[config.mk]
export PLATFORM = sky130hd
export DESIGN_NAME = llrc_ctrl
export DESIGN_NICKNAME = d
export VERILOG_FILES = /design/src/hdl/logistic_loss_row_check_top_defines.svh /design/src/hdl/llrc_pkg.sv /design/src/hdl/llrc_ctrl.sv
export SDC_FILE = /design/constraint.sdc
export NUM_CORES = 1
export LEC_CHECK = 0
export ABC_CLOCK_PERIOD_IN_PS = 5400
export BUFFER_PORTS_ARGS = -buffer_cell sky130_fd_sc_hd__buf_2
export CORE_ASPECT_RATIO = 0.7
export CORE_MARGIN = 2
export CORE_UTILIZATION = 35
export DETAILED_ROUTE_END_ITERATION = 16
export PLACE_DENSITY_LB_ADDON = 0.25
export SLEW_MARGIN = 25
export SYNTH_ARGS = -nofsm -noshare
export SYNTH_HDL_FRONTEND = slang
export SYNTH_SLANG_ARGS = --single-unit
export TNS_END_PERCENT = 1
[constraint.sdc]
create_clock -name clk_i -period 5.4 [get_ports clk_i]
set_input_delay 0 -clock clk_i [delete_from_list [all_inputs] [get_ports clk_i]]
set_output_delay 0 -clock clk_i [all_outputs]
set_load 0.01 [all_outputs]
[src/hdl/logistic_loss_row_check_top_defines.svh]
// Assertion macros for the logistic loss row check block.
// Used by the top level only; expects clk_i and rst_ni in scope.
`ifndef LOGISTIC_LOSS_ROW_CHECK_TOP_DEFINES_SVH
`define LOGISTIC_LOSS_ROW_CHECK_TOP_DEFINES_SVH

// Same-cycle implication
`define LLRC_ASSERT_SAME(lbl, ante, cons, msg) \
  lbl: assert property (@(posedge clk_i) disable iff (!rst_ni) (ante) |-> (cons)) \
    else $error(msg);

// Next-cycle implication
`define LLRC_ASSERT_NEXT(lbl, ante, cons, msg) \
  lbl: assert property (@(posedge clk_i) disable iff (!rst_ni) (ante) |=> (cons)) \
    else $error(msg);

`endif

[src/hdl/llrc_pkg.sv]
// Shared types and constants of the logistic loss row check block.
// No dependencies; imported by the datapath, the controller and the top level.
`default_nettype none
package llrc_pkg;

  localparam int RESP_FRAC = 16;
  localparam int CFG_IDX_W = 2;
  localparam logic [CFG_IDX_W-1:0] CFG_SUBJECT_COUNT  = 2'd0;
  localparam logic [CFG_IDX_W-1:0] CFG_PENALTY_WEIGHT = 2'd1;
  localparam logic [CFG_IDX_W-1:0] CFG_TOLERANCE      = 2'd2;

  typedef struct packed {
    logic signed [23:0] w_value;
    logic [16:0]        response;
    logic               recompute;
    logic               row_last;
    logic signed [23:0] param_value;
    logic signed [23:0] target_value;
    logic signed [39:0] best_value;
    logic signed [39:0] old_objective;
  } in_item_t;

  typedef struct packed {
    logic signed [39:0] objective;
    logic               fail_flag;
  } out_item_t;

  typedef struct packed {
    logic load_in;
    logic acc_en;
    logic sq_en;
    logic plo_en;
    logic phi_en;
    logic div_start;
    logic div_pen;
    logic div_step;
    logic fin_load;
  } llrc_cmd_t;

  typedef struct packed {
    logic last;
    logic recompute;
    logic out_free;
  } llrc_status_t;

endpackage
`default_nettype wire

[src/hdl/llrc_ctrl.sv]
// Controller: sequences lookup, accumulate, penalty product, two divisions
// and the result load. Uses llrc_pkg command and status types.
`default_nettype none
module llrc_ctrl #(
  parameter int DIV_STEPS = 57
) (
  input  logic                   clk_i,
  input  logic                   rst_ni,
  input  logic                   in_valid_i,
  output logic                   in_ready_o,
  input  llrc_pkg::llrc_status_t status_i,
  output llrc_pkg::llrc_cmd_t    cmd_o
);
  import llrc_pkg::*;

  localparam int CNT_W = $clog2(DIV_STEPS);

  localparam logic [3:0] ST_IDLE   = 4'd0;
  localparam logic [3:0] ST_LOOK   = 4'd1;
  localparam logic [3:0] ST_ACC    = 4'd2;
  localparam logic [3:0] ST_SQ     = 4'd3;
  localparam logic [3:0] ST_PLO    = 4'd4;
  localparam logic [3:0] ST_PHI    = 4'd5;
  localparam logic [3:0] ST_LDIV   = 4'd6;
  localparam logic [3:0] ST_PSTART = 4'd7;
  localparam logic [3:0] ST_PDIV   = 4'd8;
  localparam logic [3:0] ST_FIN    = 4'd9;

  logic [3:0]       state_q, state_d;
  logic [CNT_W-1:0] cnt_q, cnt_d;
  logic             cnt_end;

  assign cnt_end = (cnt_q == CNT_W'(DIV_STEPS - 1));

  // Advance the sequence
  always_comb begin
    state_d    = state_q;
    cnt_d      = cnt_q;
    cmd_o      = '0;
    in_ready_o = 1'b0;
    unique case (state_q)
      ST_IDLE: begin
        in_ready_o = 1'b1;
        if (in_valid_i) begin
          cmd_o.load_in = 1'b1;
          state_d       = ST_LOOK;
        end
      end
      ST_LOOK: state_d = ST_ACC;
      ST_ACC: begin
        cmd_o.acc_en = 1'b1;
        if (!status_i.last) state_d = ST_IDLE;
        else if (status_i.recompute) state_d = ST_SQ;
        else state_d = ST_FIN;
      end
      ST_SQ: begin
        cmd_o.sq_en = 1'b1;
        state_d     = ST_PLO;
      end
      ST_PLO: begin
        cmd_o.plo_en = 1'b1;
        state_d      = ST_PHI;
      end
      ST_PHI: begin
        cmd_o.phi_en    = 1'b1;
        cmd_o.div_start = 1'b1;
        cnt_d           = '0;
        state_d         = ST_LDIV;
      end
      ST_LDIV: begin
        cmd_o.div_step = 1'b1;
        cnt_d          = cnt_q + 1'b1;
        if (cnt_end) state_d = ST_PSTART;
      end
      ST_PSTART: begin
        cmd_o.div_start = 1'b1;
        cmd_o.div_pen   = 1'b1;
        cnt_d           = '0;
        state_d         = ST_PDIV;
      end
      ST_PDIV: begin
        cmd_o.div_step = 1'b1;
        cnt_d          = cnt_q + 1'b1;
        if (cnt_end) state_d = ST_FIN;
      end
      ST_FIN: begin
        if (status_i.out_free) begin
          cmd_o.fin_load = 1'b1;
          state_d        = ST_IDLE;
        end
      end
      default: state_d = ST_IDLE;
    endcase
  end

  always_ff @(posedge clk_i or negedge rst_ni) begin
    if (!rst_ni) begin
      state_q <= ST_IDLE;
      cnt_q   <= '0;
    end else begin
      state_q <= state_d;
      cnt_q   <= cnt_d;
    end
  end

endmodule
`default_nettype wire

==> flow_metrics.tcl <==
set metrics [dict create \
    run_status "completed" \
    clock.fmax_mhz 527 \
    start_util 0.367 \
    worstPathRequired_ns 5.59 \
    h-tree-depth 1 \
    first_pass_iters 4 \
    cap_viol_max_count 0 \
    io_buffers 15 \
    critPathKind "reg -> reg" \
    drtIter0Drc 8 \
    powerDensity_nw_per_um2 444 \
    path_clk_slew_ns 0.06 \
    dieArea_um2 2280 \
    fin_nets 100 \
    via_per_inst 5.04 \
    cp_max_fo 14 \
    crit_path_end_kind "flop" \
    synth-seq-cells 10 \
    finalHoldViolCount 0 \
    ir_worst_vdd_mv 0.259 \
    fin_ws_ns 3.50 \
    tns_ns 0 \
    wl_per_cell_um 12.1 \
    place_congestion 0.761 \
    cts.repair.resized 0 \
    r2r-end "cnt_q[3]" \
    grt_max_degree 15 \
    coreArea_um2 1820 \
    area_growth_syn_to_layout_pct 18.3 \
    grt_pass1_vias 445 \
    synth.distinct_cells 33 \
    num_vias 564 \
    tritoncts "done" \
    rsz0062_at_grt "false" \
    synth-warning-count 0 \
    hpwl_mm 1.04 \
    clockBufferDepth 2 \
    insertion_delay_ns 0.26 \
    worst_setup_path_start_kind "flop" \
    die_x_um 56.3 \
    worst_pin_slew_ns 0.422 \
    r2r_cells 5 \
    root_buffer "clkbuf_4" \
    antenna_found_initial 0 \
    max_slew_margin 0.718 \
    ys_seq_area_frac 0.374 \
    grt_pass1_wl_mm 2.05 \
    drv_slew 0 \
    placed_cell_area_um2 749 \
    num_rows 13 \
    drive_gt1_frac 0.267 \
    setup_viol 0 \
    ios 16 \
    arrival_ns 2.09 \
    r2r-start "state_q[3]" \
    postRouteAntennaNets 0 \
    cts_sinks 10 \
    synth_cells 74 \
    post-route-period-util 0.352 \
    grt_overflow 0 \
    remaining_drc_errors 0 \
    skew_ns 0.00322 \
    postLayoutCoreUtil 0.435 \
    syn_nets 82 \
    rrSetupSlack_ns 3.50 \
    grt_util_all_layers 0.127 \
    synthesis.area_um2 669 \
    routed_wl_mm 1.36 \
    n_antenna_cell 0 \
    min_period_ns 1.90 \
    fillers 192 \
    hold_class "in -> async" \
    cts-buffers-inserted 3 \
    postSynthAreaPerCell_um2 9.05 \
    dp_slack_ns 3.52 \
    die_height_um 40.6 \
    p_leak_nw 0.407 \
    stdcell_area_um2 792 \
]
critical path, stage by stage, from the launching register on:
cell and delay (ns):
dfrtp_1 0.57, or4b_4 0.52, o21a_4 0.16, clkinv_2 0.10, mux2_1 0.32, a21oi_1 0.14
worst max-delay path by stage:
stage                from        to  slack, ns  cells after the start
3_5_place_dp   state_q[3]  cnt_q[3]       3.52                      5
5_1_grt        state_q[3]  cnt_q[3]       3.42                      5
4_1_cts        state_q[3]  cnt_q[3]       3.52                      5
2_1_floorplan  state_q[1]  cnt_q[3]       3.62                      6
3_3_place_gp   state_q[3]  cnt_q[3]       3.55                      5
6_report       state_q[3]  cnt_q[3]       3.50                      5
flip-flops by register name (all words and copies together), names as in the netlist:
name,count
cnt_q,6
state_q,4
stage by stage:
step           hold slack, ns  instances  power (W)
6_report                0.121        112   0.000352
3_5_place_dp           -0.122        107   0.000304
4_1_cts                 0.124        112   0.000356
5_1_grt                 0.154        112   0.000384
2_1_floorplan          -0.296         74   0.000261
3_3_place_gp           -0.125        107   0.000304
cell usage in the layout, fill, tap and decap left out, drive strengths merged, types with 3 or more instances in the layout:
cell type  netlist  final
nor3             4      4
inv              4      4
buf              2     15
dfrtp           10     10
nand2b           3      3
nor2             8      8
nand2            5      5
nand4            3      3
mux2             3      3
a21oi            6      6
clkbuf           2      3
cells by family after synthesis:
group / Yosys count / share of synthesized area
DFF: 10 / 0.374
AOI/OAI and AO/OA: 14 / 0.159
xor gates and xnor gates: 1 / 0.0131
buffers and inverters: 9 / 0.0635
muxes: 5 / 0.0860
and+or+nand+nor: 33 / 0.267
adders and majority gates: 2 / 0.0374
area by class of cell:
type                    count  area (um^2)  share of cell area
flip-flops and latches     10          250               0.316
multi-input cells          55          377               0.476
repair buffers             17         95.1               0.120
well taps                  22         27.5              0.0348
clock buffers               3         22.5              0.0284
inverters                   5         20.0              0.0253
synth_stat cells (all sizes together):
master / number / area (um^2)
a21oi: 6 / 33.8
a31oi: 1 / 6.26
and2: 2 / 12.5
and3: 1 / 6.26
buf: 2 / 15.0
clkbuf: 2 / 7.51
clkinv: 1 / 5.00
dfrtp: 10 / 250
ha: 2 / 25.0
inv: 4 / 15.0
mux2: 3 / 37.5
mux2i: 2 / 20.0
nand2: 5 / 18.8
nand2b: 3 / 18.8
nand3: 1 / 5.00
nand3b: 1 / 7.51
nand4: 3 / 18.8
nor2: 8 / 30.0
nor2b: 2 / 12.5
nor3: 4 / 20.0
nor4: 1 / 6.26
nor4b: 1 / 8.76
o21a: 1 / 15.0
o21ai: 2 / 10.0
o22a: 1 / 8.76
o31ai: 1 / 7.51
o32ai: 2 / 25.0
or4b: 1 / 13.8
xor2: 1 / 8.76
metal layers:
metal	global-route usage	part of all wire	vias up	wire, um
li1	-	-	297	-
met1	0.175	0.54	259	736
met2	0.176	0.42	8	572
met3	0.0581	0.033	0	45
met4	0.0357	0	0	0
met5	0	0	-	0
power breakdown:
group	switching, W	internal (W)	total (W)
registers	0.0000466	0.0000950	0.000142
clock network	0.0000238	0.0000257	0.0000495
logic	0.0000849	0.0000757	0.000161
total	0.000155	0.000196	0.000352
timing repair:
| action | in CTS | in global routing |
|---|---|---|
| setup buffers | 0 | 0 |
| hold buffers | 2 | 0 |
| hold endpoints to repair | 11 | 0 |
Power figures use the tool's default switching activity.
